## config.mk

```make
export PLATFORM = sky130hd
export DESIGN_NAME = glyph_lru_cache_directory_flat
export DESIGN_NICKNAME = d
export VERILOG_FILES = /design/src/rtl/glc_pkg.sv /design/src/rtl/glc_req_if.sv /design/src/rtl/glc_rsp_if.sv /design/src/rtl/glyph_lru_cache_directory.sv /design/src/rtl/glc_ctrl.sv /design/src/rtl/glc_dpath.sv /design/src/flat_wrapper.sv
export SDC_FILE = /design/constraint.sdc
export NUM_CORES = 2
export LEC_CHECK = 0
export ABC_AREA = 1
export BUFFER_PORTS_ARGS = -buffer_cell sky130_fd_sc_hd__buf_2
export CORE_MARGIN = 4
export CORE_UTILIZATION = 45
export DETAILED_ROUTE_END_ITERATION = 8
export SYNTH_ARGS = -nofsm -noshare
export SYNTH_HDL_FRONTEND = slang
export SYNTH_SLANG_ARGS = --single-unit
```

## constraint.sdc

```tcl
create_clock -name clk_i -period 3.47 [get_ports clk_i]
set_input_delay 0.347 -clock clk_i [delete_from_list [all_inputs] [get_ports clk_i]]
set_output_delay 0.347 -clock clk_i [all_outputs]
set_load 0.01 [all_outputs]
```

## src/rtl/glc_pkg.sv

```systemverilog
package glc_pkg;

  localparam int unsigned SLOT_COUNT_DEF = 64;
  localparam int unsigned KEY_W          = 16;
  localparam int unsigned AGE_W          = 16;
  localparam int unsigned TOTAL_W        = 32;
  localparam int unsigned IDX_OUT_W      = 6;
  localparam int unsigned CFG_W          = 7;
  localparam int unsigned APB_DW         = 32;
  localparam int unsigned APB_AW         = 3;

  localparam logic [CFG_W-1:0] SLOTS_RESET = 7'd64;

  // register select is paddr[2]
  localparam logic REG_SLOTS_IN_USE = 1'b0;

  typedef enum logic {
    OP_LOOKUP = 1'b0,
    OP_FLUSH  = 1'b1
  } op_e;

  typedef enum logic [1:0] {
    ST_IDLE,
    ST_SCAN,
    ST_DRAIN,
    ST_FINISH
  } state_e;

  typedef struct packed {
    logic load;
    logic rd;
    logic finish;
  } dp_cmd_t;

  typedef struct packed {
    logic last_rd;
    logic is_flush;
    logic out_free;
  } dp_sts_t;

endpackage

```

## src/rtl/glc_req_if.sv

```systemverilog
interface glc_req_if;
  logic                       valid;
  logic                       ready;
  logic                       operation;
  logic [glc_pkg::KEY_W-1:0]  lookup_key;
  logic                       load_ok;

  modport source (output valid, operation, lookup_key, load_ok, input ready);
  modport sink   (input valid, operation, lookup_key, load_ok, output ready);
endinterface

```

## src/rtl/glc_rsp_if.sv

```systemverilog
interface glc_rsp_if;
  logic                          valid;
  logic                          ready;
  logic                          hit;
  logic [glc_pkg::IDX_OUT_W-1:0] slot_index;
  logic                          installed;
  logic                          blank;
  logic [glc_pkg::TOTAL_W-1:0]   hit_total;
  logic [glc_pkg::TOTAL_W-1:0]   miss_total;

  modport source (output valid, hit, slot_index, installed, blank, hit_total, miss_total,
                  input ready);
  modport sink   (input valid, hit, slot_index, installed, blank, hit_total, miss_total,
                  output ready);
endinterface

```

## src/rtl/glyph_lru_cache_directory.sv

```systemverilog
// Fully associative LRU tag directory for glyph lookups.
// Request channel (req_i): operation, lookup_key, load_ok; taken when valid and
// ready are both high. Lookups advance the use clock, search the active slots
// for the key and, on a miss, pick a victim (first empty slot, else the
// oldest by wrapping age, later slot on a tie); flush clears slots, clock and
// counters. Response channel (rsp_o): one response per request, held until
// the receiver takes it.
// Sequence: a lookup is accepted in the idle state, reads the active slots in the
// scan state, evaluates the last word read in the drain state and writes its
// response in the finish state once the output register is free; a flush goes
// from scan straight to finish. One slot is read per cycle from the single-port slot store.
// A new request is taken once the previous one has been written into the
// output register, so a stalled receiver holds at most one finished response
// while the next request is scanned; that request then waits to finish.
// Config: slots_in_use at APB byte address 0, written in the APB access
// phase, readable, reset value 64.
// Reset: asynchronous, active low; all slots empty, clock and counters zero.
module glyph_lru_cache_directory #(
  parameter int unsigned SlotCount = glc_pkg::SLOT_COUNT_DEF
) (
  input  logic                         clk_i,
  input  logic                         rst_ni,
  glc_req_if.sink                      req_i,
  glc_rsp_if.source                    rsp_o,
  input  logic                         psel,
  input  logic                         penable,
  input  logic                         pwrite,
  input  logic [glc_pkg::APB_AW-1:0]   paddr,
  input  logic [glc_pkg::APB_DW-1:0]   pwdata,
  output logic [glc_pkg::APB_DW-1:0]   prdata,
  output logic                         pready
);

  logic [glc_pkg::CFG_W-1:0] slots_q;
  logic                      reg_sel;
  glc_pkg::dp_cmd_t          cmd;
  glc_pkg::dp_sts_t          sts;
  logic                      req_ready;

  assign pready  = 1'b1;
  assign reg_sel = (paddr[2] == glc_pkg::REG_SLOTS_IN_USE);

  always_ff @(posedge clk_i or negedge rst_ni) begin
    if (!rst_ni) begin
      slots_q <= glc_pkg::SLOTS_RESET;
    end else if (psel && penable && pwrite && reg_sel) begin
      slots_q <= pwdata[glc_pkg::CFG_W-1:0];
    end
  end

  assign prdata = reg_sel ? glc_pkg::APB_DW'(slots_q) : '0;

  assign req_i.ready = req_ready;

  glc_ctrl u_ctrl (
    .clk_i       (clk_i),
    .rst_ni      (rst_ni),
    .req_valid_i (req_i.valid),
    .req_ready_o (req_ready),
    .sts_i       (sts),
    .cmd_o       (cmd)
  );

  glc_dpath #(
    .SlotCount (SlotCount)
  ) u_dpath (
    .clk_i          (clk_i),
    .rst_ni         (rst_ni),
    .cmd_i          (cmd),
    .sts_o          (sts),
    .slots_in_use_i (slots_q),
    .operation_i    (req_i.operation),
    .lookup_key_i   (req_i.lookup_key),
    .load_ok_i      (req_i.load_ok),
    .rsp_o          (rsp_o)
  );

endmodule

```

## src/rtl/glc_ctrl.sv

```systemverilog
module glc_ctrl (
  input  logic              clk_i,
  input  logic              rst_ni,
  input  logic              req_valid_i,
  output logic              req_ready_o,
  input  glc_pkg::dp_sts_t  sts_i,
  output glc_pkg::dp_cmd_t  cmd_o
);

  glc_pkg::state_e state_q, state_d;

  always_ff @(posedge clk_i or negedge rst_ni) begin
    if (!rst_ni) begin
      state_q <= glc_pkg::ST_IDLE;
    end else begin
      state_q <= state_d;
    end
  end

  always_comb begin
    state_d     = state_q;
    cmd_o       = '0;
    req_ready_o = 1'b0;
    unique case (state_q)
      glc_pkg::ST_IDLE: begin
        req_ready_o = 1'b1;
        if (req_valid_i) begin
          cmd_o.load = 1'b1;
          state_d    = glc_pkg::ST_SCAN;
        end
      end
      glc_pkg::ST_SCAN: begin
        if (sts_i.is_flush) begin
          state_d = glc_pkg::ST_FINISH;
        end else begin
          cmd_o.rd = 1'b1;
          if (sts_i.last_rd) begin
            state_d = glc_pkg::ST_DRAIN;
          end
        end
      end
      // last read word is evaluated here
      glc_pkg::ST_DRAIN: begin
        state_d = glc_pkg::ST_FINISH;
      end
      glc_pkg::ST_FINISH: begin
        if (sts_i.out_free) begin
          cmd_o.finish = 1'b1;
          state_d      = glc_pkg::ST_IDLE;
        end
      end
      default: begin
        state_d = glc_pkg::ST_IDLE;
      end
    endcase
  end

endmodule

```

## src/rtl/glc_dpath.sv

```systemverilog
module glc_dpath #(
  parameter int unsigned SlotCount = glc_pkg::SLOT_COUNT_DEF
) (
  input  logic                        clk_i,
  input  logic                        rst_ni,
  input  glc_pkg::dp_cmd_t            cmd_i,
  output glc_pkg::dp_sts_t            sts_o,
  input  logic [glc_pkg::CFG_W-1:0]   slots_in_use_i,
  input  logic                        operation_i,
  input  logic [glc_pkg::KEY_W-1:0]   lookup_key_i,
  input  logic                        load_ok_i,
  glc_rsp_if.source                   rsp_o
);

  localparam int unsigned IdxW  = (SlotCount > 1) ? $clog2(SlotCount) : 1;
  localparam int unsigned CntW  = $clog2(SlotCount + 1);
  localparam int unsigned CmpW  = (CntW > glc_pkg::CFG_W) ? CntW : glc_pkg::CFG_W;
  localparam int unsigned KeyW  = glc_pkg::KEY_W;
  localparam int unsigned AgeW  = glc_pkg::AGE_W;
  localparam int unsigned WordW = KeyW + AgeW;
  localparam int unsigned TotW  = glc_pkg::TOTAL_W;
  localparam int unsigned OutW  = glc_pkg::IDX_OUT_W;

  // slot store: {key, age}; valid bits stand in for the reset clear
  logic [WordW-1:0]     mem [SlotCount];
  logic [SlotCount-1:0] valid_q;

  glc_pkg::op_e   op_q;
  logic [KeyW-1:0] key_q;
  logic            load_ok_q;
  logic [AgeW-1:0] clock_q;
  logic [TotW-1:0] hit_cnt_q, hit_cnt_d;
  logic [TotW-1:0] miss_cnt_q, miss_cnt_d;

  logic [IdxW-1:0]  addr_q;
  logic             rd_vld_q;
  logic [WordW-1:0] rd_word_q;
  logic             rd_valid_bit_q;
  logic [IdxW-1:0]  rd_idx_q;

  logic            hit_found_q, empty_found_q;
  logic [IdxW-1:0] hit_idx_q, empty_idx_q, old_idx_q;
  logic [AgeW-1:0] oldest_q;

  logic            out_valid_q, out_hit_q, out_inst_q, out_blank_q;
  logic [OutW-1:0] out_idx_q;
  logic [TotW-1:0] out_hit_tot_q, out_miss_tot_q;

  logic [CmpW-1:0]  cfg_ext;
  logic [CntW-1:0]  n_act;
  logic [KeyW-1:0]  eff_key;
  logic [AgeW-1:0]  eff_age;
  logic [AgeW-1:0]  age_gap;
  logic [IdxW-1:0]  victim;
  logic             lookup_fin;
  logic             mem_we;
  logic [IdxW-1:0]  wr_idx;
  logic [WordW-1:0] wr_word;

  // active slot count, clamped to 1..SlotCount
  always_comb begin
    cfg_ext = CmpW'(slots_in_use_i);
    if (cfg_ext == '0) begin
      n_act = CntW'(1);
    end else if (cfg_ext > CmpW'(SlotCount)) begin
      n_act = CntW'(SlotCount);
    end else begin
      n_act = CntW'(cfg_ext);
    end
  end

  assign sts_o.last_rd  = (CntW'(addr_q) == (n_act - CntW'(1)));
  assign sts_o.is_flush = (op_q == glc_pkg::OP_FLUSH);
  assign sts_o.out_free = !out_valid_q || rsp_o.ready;

  // evaluation of the word read in the previous cycle
  assign eff_key = rd_valid_bit_q ? rd_word_q[WordW-1:AgeW] : '0;
  assign eff_age = rd_valid_bit_q ? rd_word_q[AgeW-1:0] : '0;
  assign age_gap = clock_q - eff_age;

  assign victim     = empty_found_q ? empty_idx_q : old_idx_q;
  assign lookup_fin = cmd_i.finish && (op_q == glc_pkg::OP_LOOKUP);
  assign mem_we     = lookup_fin && (hit_found_q || load_ok_q);
  assign wr_idx     = hit_found_q ? hit_idx_q : victim;
  assign wr_word    = {key_q, clock_q};

  always_comb begin
    hit_cnt_d  = hit_cnt_q;
    miss_cnt_d = miss_cnt_q;
    if (cmd_i.finish) begin
      if (op_q == glc_pkg::OP_FLUSH) begin
        hit_cnt_d  = '0;
        miss_cnt_d = '0;
      end else if (hit_found_q) begin
        hit_cnt_d = hit_cnt_q + TotW'(1);
      end else begin
        miss_cnt_d = miss_cnt_q + TotW'(1);
      end
    end
  end

  always_ff @(posedge clk_i) begin
    if (mem_we) begin
      mem[wr_idx] <= wr_word;
    end
  end

  always_ff @(posedge clk_i) begin
    if (cmd_i.rd) begin
      rd_word_q      <= mem[addr_q];
      rd_valid_bit_q <= valid_q[addr_q];
      rd_idx_q       <= addr_q;
    end
  end

  always_ff @(posedge clk_i) begin
    if (cmd_i.load) begin
      op_q      <= glc_pkg::op_e'(operation_i);
      key_q     <= lookup_key_i;
      load_ok_q <= load_ok_i;
    end
  end

  always_ff @(posedge clk_i or negedge rst_ni) begin
    if (!rst_ni) begin
      valid_q    <= '0;
      clock_q    <= '0;
      hit_cnt_q  <= '0;
      miss_cnt_q <= '0;
      addr_q     <= '0;
      rd_vld_q   <= 1'b0;
    end else begin
      rd_vld_q   <= cmd_i.rd;
      hit_cnt_q  <= hit_cnt_d;
      miss_cnt_q <= miss_cnt_d;
      if (cmd_i.load) begin
        addr_q <= '0;
        if (glc_pkg::op_e'(operation_i) == glc_pkg::OP_LOOKUP) begin
          clock_q <= clock_q + AgeW'(1);
        end
      end else if (cmd_i.rd) begin
        addr_q <= addr_q + IdxW'(1);
      end
      if (cmd_i.finish && (op_q == glc_pkg::OP_FLUSH)) begin
        valid_q <= '0;
        clock_q <= '0;
      end else if (mem_we) begin
        valid_q[wr_idx] <= 1'b1;
      end
    end
  end

  always_ff @(posedge clk_i or negedge rst_ni) begin
    if (!rst_ni) begin
      hit_found_q   <= 1'b0;
      empty_found_q <= 1'b0;
      hit_idx_q     <= '0;
      empty_idx_q   <= '0;
      old_idx_q     <= '0;
      oldest_q      <= '0;
    end else if (cmd_i.load) begin
      hit_found_q   <= 1'b0;
      empty_found_q <= 1'b0;
      hit_idx_q     <= '0;
      empty_idx_q   <= '0;
      old_idx_q     <= '0;
      oldest_q      <= '0;
    end else if (rd_vld_q) begin
      if (!hit_found_q && (eff_key == key_q)) begin
        hit_found_q <= 1'b1;
        hit_idx_q   <= rd_idx_q;
      end
      if (!empty_found_q && (eff_key == '0)) begin
        empty_found_q <= 1'b1;
        empty_idx_q   <= rd_idx_q;
      end
      // >= so ties go to the later slot
      if (age_gap >= oldest_q) begin
        oldest_q  <= age_gap;
        old_idx_q <= rd_idx_q;
      end
    end
  end

  always_ff @(posedge clk_i or negedge rst_ni) begin
    if (!rst_ni) begin
      out_valid_q <= 1'b0;
    end else if (cmd_i.finish) begin
      out_valid_q <= 1'b1;
    end else if (rsp_o.ready) begin
      out_valid_q <= 1'b0;
    end
  end

  always_ff @(posedge clk_i) begin
    if (cmd_i.finish) begin
      out_hit_tot_q  <= hit_cnt_d;
      out_miss_tot_q <= miss_cnt_d;
      if (op_q == glc_pkg::OP_FLUSH) begin
        out_hit_q   <= 1'b0;
        out_idx_q   <= '0;
        out_inst_q  <= 1'b0;
        out_blank_q <= 1'b0;
      end else if (hit_found_q) begin
        out_hit_q   <= 1'b1;
        out_idx_q   <= OutW'(hit_idx_q);
        out_inst_q  <= 1'b0;
        out_blank_q <= 1'b0;
      end else begin
        out_hit_q   <= 1'b0;
        out_idx_q   <= OutW'(victim);
        out_inst_q  <= load_ok_q;
        out_blank_q <= !load_ok_q;
      end
    end
  end

  assign rsp_o.valid      = out_valid_q;
  assign rsp_o.hit        = out_hit_q;
  assign rsp_o.slot_index = out_idx_q;
  assign rsp_o.installed  = out_inst_q;
  assign rsp_o.blank      = out_blank_q;
  assign rsp_o.hit_total  = out_hit_tot_q;
  assign rsp_o.miss_total = out_miss_tot_q;

`ifndef SYNTHESIS
  a_scan_in_range: assert property (@(posedge clk_i) disable iff (!rst_ni)
    cmd_i.rd |-> (CntW'(addr_q) < n_act))
    else $error("slot read beyond active count");

  a_no_rw_clash: assert property (@(posedge clk_i) disable iff (!rst_ni)
    !(cmd_i.rd && mem_we))
    else $error("slot write during scan");

  a_one_outcome: assert property (@(posedge clk_i) disable iff (!rst_ni)
    out_valid_q |-> $onehot0({out_hit_q, out_inst_q, out_blank_q}))
    else $error("more than one outcome flag set");

  a_count_step: assert property (@(posedge clk_i) disable iff (!rst_ni)
    lookup_fin |=> ((hit_cnt_q + miss_cnt_q) == ($past(hit_cnt_q + miss_cnt_q) + TotW'(1))))
    else $error("lookup did not bump exactly one counter");
`endif

endmodule
```

## src/flat_wrapper.sv

```systemverilog
// flat-port wrapper written by rule: the top's interface ports become plain ports
module glyph_lru_cache_directory_flat 
#(
  parameter int unsigned SlotCount = glc_pkg::SLOT_COUNT_DEF
)
  (clk_i, rst_ni, psel, penable, pwrite, paddr, pwdata, prdata, pready, req_i_valid, req_i_operation, req_i_lookup_key, req_i_load_ok, req_i_ready, rsp_o_valid, rsp_o_hit, rsp_o_slot_index, rsp_o_installed, rsp_o_blank, rsp_o_hit_total, rsp_o_miss_total, rsp_o_ready);
  glc_req_if req_i_i ();
  glc_rsp_if rsp_o_i ();
  input  logic clk_i;
  input  logic rst_ni;
  input  logic psel;
  input  logic penable;
  input  logic pwrite;
  input  logic [glc_pkg::APB_AW-1:0] paddr;
  input  logic [glc_pkg::APB_DW-1:0] pwdata;
  output logic [glc_pkg::APB_DW-1:0] prdata;
  output logic pready;
  input wire logic [$bits(req_i_i.valid)-1:0] req_i_valid;
  input wire logic [$bits(req_i_i.operation)-1:0] req_i_operation;
  input wire logic [$bits(req_i_i.lookup_key)-1:0] req_i_lookup_key;
  input wire logic [$bits(req_i_i.load_ok)-1:0] req_i_load_ok;
  output wire logic [$bits(req_i_i.ready)-1:0] req_i_ready;
  output wire logic [$bits(rsp_o_i.valid)-1:0] rsp_o_valid;
  output wire logic [$bits(rsp_o_i.hit)-1:0] rsp_o_hit;
  output wire logic [$bits(rsp_o_i.slot_index)-1:0] rsp_o_slot_index;
  output wire logic [$bits(rsp_o_i.installed)-1:0] rsp_o_installed;
  output wire logic [$bits(rsp_o_i.blank)-1:0] rsp_o_blank;
  output wire logic [$bits(rsp_o_i.hit_total)-1:0] rsp_o_hit_total;
  output wire logic [$bits(rsp_o_i.miss_total)-1:0] rsp_o_miss_total;
  input wire logic [$bits(rsp_o_i.ready)-1:0] rsp_o_ready;
  assign req_i_i.valid = req_i_valid;
  assign req_i_i.operation = req_i_operation;
  assign req_i_i.lookup_key = req_i_lookup_key;
  assign req_i_i.load_ok = req_i_load_ok;
  assign req_i_ready = req_i_i.ready;
  assign rsp_o_valid = rsp_o_i.valid;
  assign rsp_o_hit = rsp_o_i.hit;
  assign rsp_o_slot_index = rsp_o_i.slot_index;
  assign rsp_o_installed = rsp_o_i.installed;
  assign rsp_o_blank = rsp_o_i.blank;
  assign rsp_o_hit_total = rsp_o_i.hit_total;
  assign rsp_o_miss_total = rsp_o_i.miss_total;
  assign rsp_o_i.ready = rsp_o_ready;
  glyph_lru_cache_directory #(.SlotCount(SlotCount)) u_core (.clk_i(clk_i), .rst_ni(rst_ni), .req_i(req_i_i), .rsp_o(rsp_o_i), .psel(psel), .penable(penable), .pwrite(pwrite), .paddr(paddr), .pwdata(pwdata), .prdata(prdata), .pready(pready));
endmodule
```

# Word-level counts from Yosys, hierarchy flattened

Memories as Yosys holds them, arrays and structs flattened. A register that Yosys moved wholly into a read port is not among the register bits.
Cells that the tools add are included.

Input port bits: 60
Memories: 1
Bits in latches: 0
Bits in writable memories: 2048
Output and inout bits: 108
Flip-flop bits (word level): 295
Bits in read-only memories: 0

Order comparisons: 5
Multiply operators: 0
Reductions and logical operators: 32
Bitwise logic cells: 3
Multiplexer cells: 59
Div/mod/pow operators: 0
Add/subtract/negate cells: 6
Shifts and indexed selects: 0
Equality and inequality tests: 9

Memories:

| memory             | depth | width | read ports | clocked after Yosys merged registers in | wr ports | RTL line        | text |
|---|---|---|---|---|---|---|---|
| u_core.u_dpath.mem | 64    | 32    | 1          | 1                                       | 1        | glc_dpath.sv:25 | `logic [WordW-1:0] mem [SlotCount];` |

Operator list:

| operator                                            | number |
|---|---|
| 2-to-1 mux 32 bit                                   | 6 |
| 2-to-1 mux 16 bit                                   | 8 |
| 2-to-1 mux 64 bit                                   | 2 |
| 2-to-1 mux 6 bit                                    | 13 |
| adder 32 x 1 -> 32 bit (second input constant)      | 2 |
| OR 64 bit                                           | 1 |
| 2-to-1 mux 7 bit                                    | 3 |
| 2-to-1 mux 1 bit                                    | 20 |
| adder 16 x 1 -> 16 bit (second input constant)      | 1 |
| == test 16 bit                                      | 1 |
| >= comparator 16 bit                                | 1 |
| logical NOT 16 bit                                  | 1 |
| nonzero test 2 bit                                  | 8 |
| subtractor 16 bit                                   | 1 |
| < comparator 6 x 7 -> 1 bit (second input constant) | 2 |
| logical AND 1 bit                                   | 9 |
| 2-to-1 mux 2 bit                                    | 4 |
| case mux 2 bit (4 select lines)                     | 1 |
| AND reduction 2 bit                                 | 4 |
| == test 6 x 7 -> 1 bit                              | 1 |
| > comparator 7 bit (second input constant)          | 1 |
| logical NOT 7 bit                                   | 1 |
| subtractor 7 x 1 -> 7 bit (second input constant)   | 1 |
| adder 6 x 1 -> 6 bit (second input constant)        | 1 |
| other kinds (14)                                    | 21 |

# Longest topological paths before layout

Depth after elaboration: 9
Gate-level depth with buffers: 25
Mapped depth without buffers: 23

# By module

From an unflattened synthesis, not the netlist that was laid out.

Cells, all modules: 8268
Area, all modules: 97506.0 µm²

Modules (own cells, without submodules):

| module                    | instances | area an instance (µm²) | cells each | seq. area each (µm²) |
|---|---|---|---|---|
| glc_dpath                 | 1         | 96731.5                | 8159       | 70107.2 |
| glyph_lru_cache_directory | 1         | 573.0                  | 76         | 176.4 |
| glc_ctrl                  | 1         | 201.4                  | 33         | 50.0 |

# Worst setup path before layout

Ideal clock, no wire load.

Path type: reg-to-reg
From: reg u_core.u_dpath.clock_q[0]
To: reg u_core.u_dpath.oldest_q[11]
Data required time: 3.387 ns
Buffers on the path: 1
Path slack: -0.383 ns
Stages on the path, launching flop included: 23
Library setup time: 0.083 ns
Data arrival time: 3.770 ns
Cell sequence: dfrtp_1 inv_1 ha_1 inv_1 fa_1 nand3_1 nand3_1 nand2_1 a21oi_1 nand2_1 nand3_1 nand2_1 ha_1 nand2_1 inv_1 nand3_1 inv_1 a21oi_1 nand3_1 a21oi_1 clkbuf_1 nand2_1 o21ai_0

Word-level cells in the longest chain between the ends: 4
Elaborated cells between the ends (all ways): 7

Ends and longest elaborated chain:

| element                                                                   | RTL line         | text |
|---|---|---|
| start: declaration                                                        | glc_dpath.sv:31  | `logic [AgeW-1:0] clock_q;` |
| start signal: assignment                                                  | glc_dpath.sv:139 | `clock_q <= clock_q + AgeW'(1);` |
| subtractor 16 bit *                                                       | glc_dpath.sv:79  | `assign age_gap = clock_q - eff_age;` |
| >= comparator 16 bit / 2-to-1 mux 16 bit (equally long branches)          | glc_dpath.sv:178 | `if (age_gap >= oldest_q) begin` |
| nonzero test 2 bit (no line) / 2-to-1 mux 16 bit (equally long branches)  | n/a              |  |
| AND reduction 2 bit (no line) / 2-to-1 mux 16 bit (equally long branches) | n/a              |  |
| end signal: assignment                                                    | glc_dpath.sv:179 | `oldest_q <= age_gap;` |
| end: declaration                                                          | glc_dpath.sv:43  | `logic [AgeW-1:0] oldest_q;` |

Mark *: on every way between the ends. The rest lies on a longest branch, timed or not. The select of a mux whose other input is x is not followed.
A chain may end at the register's enable or synchronous reset.

# Worst setup path in the final report

From: reg u_core.u_dpath.rd_valid_bit_q
To: reg u_core.u_dpath.oldest_q[4]

Word-level cells in the longest chain between the ends: 5
Elaborated cells between the ends (all ways): 8

Ends and longest elaborated chain:

| element                                                                   | RTL line         | text |
|---|---|---|
| start: declaration                                                        | glc_dpath.sv:38  | `logic rd_valid_bit_q;` |
| start signal: assignment                                                  | glc_dpath.sv:111 | `rd_valid_bit_q <= valid_q[addr_q];` |
| 2-to-1 mux 16 bit *                                                       | glc_dpath.sv:78  | `assign eff_age = rd_valid_bit_q ? rd_word_q[AgeW-1:0] : '0;` |
| subtractor 16 bit *                                                       | glc_dpath.sv:79  |  |
| >= comparator 16 bit / 2-to-1 mux 16 bit (equally long branches)          | glc_dpath.sv:178 |  |
| nonzero test 2 bit (no line) / 2-to-1 mux 16 bit (equally long branches)  | n/a              |  |
| AND reduction 2 bit (no line) / 2-to-1 mux 16 bit (equally long branches) | n/a              |  |

Marks and branches as above.

==> flow_metrics.tcl <==
set metrics [dict create \
    p_seq_frac 0.404 \
    ant_nets 0 \
    hpwl_um 157000 \
    seq_area_frac_synth 0.737 \
    drt_iter0_drc 7598 \
    clock_latency_ps 890 \
    async_flop_share 0.0829 \
    worst_clock_skew_ps 38.2 \
    netlist_instances 7607 \
    io_pins 168 \
    critical-path-slowest-cell "edfxtp_1" \
    crit_buf_inv 7 \
    floorplan.initialDensity 0.454 \
    max_freq_ghz 0.296 \
    synth_ff_type "edfxtp_1" \
    drc 0 \
    slew_headroom 0.374 \
    cts_buffers 236 \
    worstMarginPinSlew_ps 939 \
    path_max_fanout 10 \
    dp.cells 10400 \
    p_switching_mw 29.0 \
    routedWlPerCell_um 25.0 \
    rows 168 \
    rsz0062_at_grt "yes" \
    antenna_found_initial 7 \
    drive_gt1_frac 0.115 \
    ys_types 52 \
    worstSetupEndpointType "flip-flop" \
    worstSetupStartpointType "flip-flop" \
    port_buffers 114 \
    slew_violations 0 \
    avgViaCountPerCell 5.83 \
    die_w_um 468 \
    dr.pass1.iters 6 \
    clkPwrFrac 0.299 \
    grt_first_pass_wirelength_um 398000 \
    grt_pass1_vias 59900 \
    grt_usage 0.242 \
    clock-root-buffer "clkbuf_16" \
    dr_total_vias 63300 \
    die_y_um 468 \
    synth_edf_count 2178 \
    grt_overflow 0 \
    crit_family "simple AND/OR/NAND/NOR gates" \
    holdWs_ps 64.6 \
    critical_path_class "reg -> reg" \
    cap_violations 0 \
    p_comb_frac 0.297 \
    crit_arrival_ps 4110 \
    drt_wl_total_um 272000 \
    syn2layout_area_growth_pct 14.7 \
    peakVddDrop_v 0.000616 \
    hold_violations 0 \
    p_leak_nw 37.3 \
    core_um2 210000 \
    period_minus_slack_ps 3370 \
    cts_sinks 2375 \
    grt_max_degree 111 \
    die_area_um2 219000 \
    synth_warnings 0 \
    status "finished, final reports clean" \
    internal_power_mw 54.9 \
    p_sw_frac 0.345 \
    gp_congestion 0.856 \
    hold_path_class "in -> async" \
    cts_tree "done" \
    cp_slowest_stage_delay_ps 440 \
    setup_viol 0 \
    clkSlewWorstSetupHoldPaths_ps 60 \
    setup_tns_ps 0 \
    synth_seq_cells 2375 \
    period_share 0.972 \
    fin_nets 7947 \
    fin_cells 10900 \
    cp.required_ps 4200 \
    clock_path_buffers 3 \
    h-tree-depth 4 \
    synthesis.area_um2 95400 \
    powerDensity_nw_per_um2 766 \
    postSynthAreaPerCell_um2 12.5 \
]
==> power groups by stage <==
stage          combinational [mW]  sequential [mW]  clock (mW)
4_1_cts                      24.4             33.9        25.5
6_report                     24.9             33.9        25.1
3_3_place_gp                 23.8             34.4           0
5_1_grt                      27.1             33.9        26.7
3_5_place_dp                 24.2             34.4           0
2_1_floorplan                14.0             34.8           0
==> layer usage <==
layer,GRT usage,wire length (um),vias up
li1,-,-,28300
met1,0.349,116000,31800
met2,0.383,126000,2804
met3,0.0427,23600,381
met4,0.0627,6210,4
met5,0,26,-
==> kinds of logic (layout without fill, tap and decap cells) <==
family	after synthesis	in the layout	share of synthesized area
XOR/XNOR	17	17	0.00156
other	2	30	0.0000787
AND/OR/NAND/NOR	2424	2424	0.104
adder cells (fa/ha/maj)	40	40	0.00532
AO/OA/AOI/OAI	1981	1981	0.117
flip-flops	2375	2375	0.737
buffers and inverters	768	1187	0.0347
==> state kept, by name (all words and copies together), names as in the netlist, 7 cells and up <==
| signal | count |
|---|---|
| u_core.u_dpath.rsp_o.hit_total | 32 |
| u_core.u_dpath.mem | 2048 |
| u_core.u_dpath.oldest_q | 16 |
| u_core.u_dpath.rd_word_q | 32 |
| u_core.u_dpath.hit_cnt_q | 32 |
| u_core.u_dpath.valid_q | 64 |
| u_core.u_dpath.rsp_o.miss_total | 32 |
| u_core.u_dpath.miss_cnt_q | 32 |
| u_core.u_dpath.clock_q | 16 |
| u_core.slots_q | 7 |
| u_core.u_dpath.key_q | 16 |
==> area by class of cell <==
cell class,count,area [um^2]
antenna,4,10.0
clock buffer,290,6150
clock inverter,151,1500
fill,17500,101000
inverter,263,1020
multi-input combinational,4488,22100
sequential,2375,70400
tap,2805,3510
timing repair buffer,483,4870
==> synthesized netlist by cell type (2+ instances only) <==
library cell | instances | share of area
o211ai_1 | 164 | 0.013
o21a_1 | 14 | 0.0011
conb_1 | 2 | 0.000079
a211oi_1 | 5 | 0.00039
and3_1 | 3 | 0.00020
buf_1 | 40 | 0.0016
nand2_1 | 600 | 0.024
nor4_1 | 6 | 0.00039
nand3_1 | 322 | 0.017
o221ai_1 | 106 | 0.0097
inv_2 | 41 | 0.0016
or2_2 | 9 | 0.00059
clkbuf_1 | 303 | 0.012
nor3b_1 | 2 | 0.00016
xor2_1 | 11 | 0.0010
buf_2 | 88 | 0.0046
a31oi_1 | 4 | 0.00026
a41oi_1 | 2 | 0.00018
dfrtp_1 | 196 | 0.051
inv_1 | 220 | 0.0087
nor2_2 | 12 | 0.00079
nor3_2 | 2 | 0.00021
nand4_1 | 71 | 0.0047
edfxtp_1 | 2178 | 0.69
buf_4 | 63 | 0.0050
nor2_1 | 1343 | 0.053
o2111ai_1 | 2 | 0.00018
xnor2_1 | 6 | 0.00055
o22ai_1 | 291 | 0.019
nor3_1 | 38 | 0.0020
buf_6 | 11 | 0.0013
nor2_4 | 10 | 0.0012
o21ai_1 | 30 | 0.0016
o21ai_0 | 1126 | 0.059
ha_1 | 39 | 0.0051
a21oi_1 | 231 | 0.012
==> layout by cell type (no fill, tap or decap), types with 20 or more instances in the layout <==
master,instances
buf_2,113
bufinv_16,20
nor3_1,37
clkbuf_16,239
o211ai_1,164
clkinv_1,80
nand3_1,315
nand2_1,597
o22ai_1,291
o221ai_1,106
clkinv_2,34
buf_12,111
o21ai_0,1118
edfxtp_1,2178
dlygate4sd3_1,28
ha_1,34
o21ai_1,38
conb_1,26
inv_1,190
nor2_1,1339
dfrtp_1,175
inv_2,57
clkbuf_1,51
nand4_1,71
a21oi_1,224
buf_4,225
==> stage by stage <==
step / area [um^2] / worst slack (ps) / power [mW] / utilization
final: 109000 / 97.1 / 83.9 / 0.521
after global routing: 109000 / -171 / 87.7 / 0.521
after CTS: 109000 / 54.1 / 83.7 / 0.520
after detailed placement: 101000 / -61.4 / 58.6 / 0.482
after global placement: 101000 / -53.5 / 58.3 / 0.482
after floorplan: 95500 / 36.3 / 48.8 / -
==> timing repair <==
item                                    4_1_cts  5_1_grt
resized for setup                            10       32
endpoints found under the hold margin       106        0
hold buffers                                 28        0
pin swaps                                     0       10
setup buffers                                 0        4
endpoints found under the setup margin       22       22
cloned                                        1        2
==> final timing paths <==
kind | startpoint | end | slack, ps | depth (start not counted)
min reg2reg | u_core.u_dpath.miss_cnt_q[31] | u_core.u_dpath.miss_cnt_q[31] | 470 | 1
max reg2reg | u_core.u_dpath.rd_valid_bit_q | u_core.u_dpath.oldest_q[4] | 100 | 26
min in group clk_i | pwrite | u_core.slots_q[6] | 130 | 3
max in group asynchronous | rst_ni | u_core.u_dpath.valid_q[61] | 2460 | 3
min | rst_ni | u_core.u_dpath.miss_cnt_q[1] | 60 | 2
max | u_core.u_dpath.rd_valid_bit_q | u_core.u_dpath.oldest_q[4] | 100 | 26
Power figures use the tool's default switching activity.
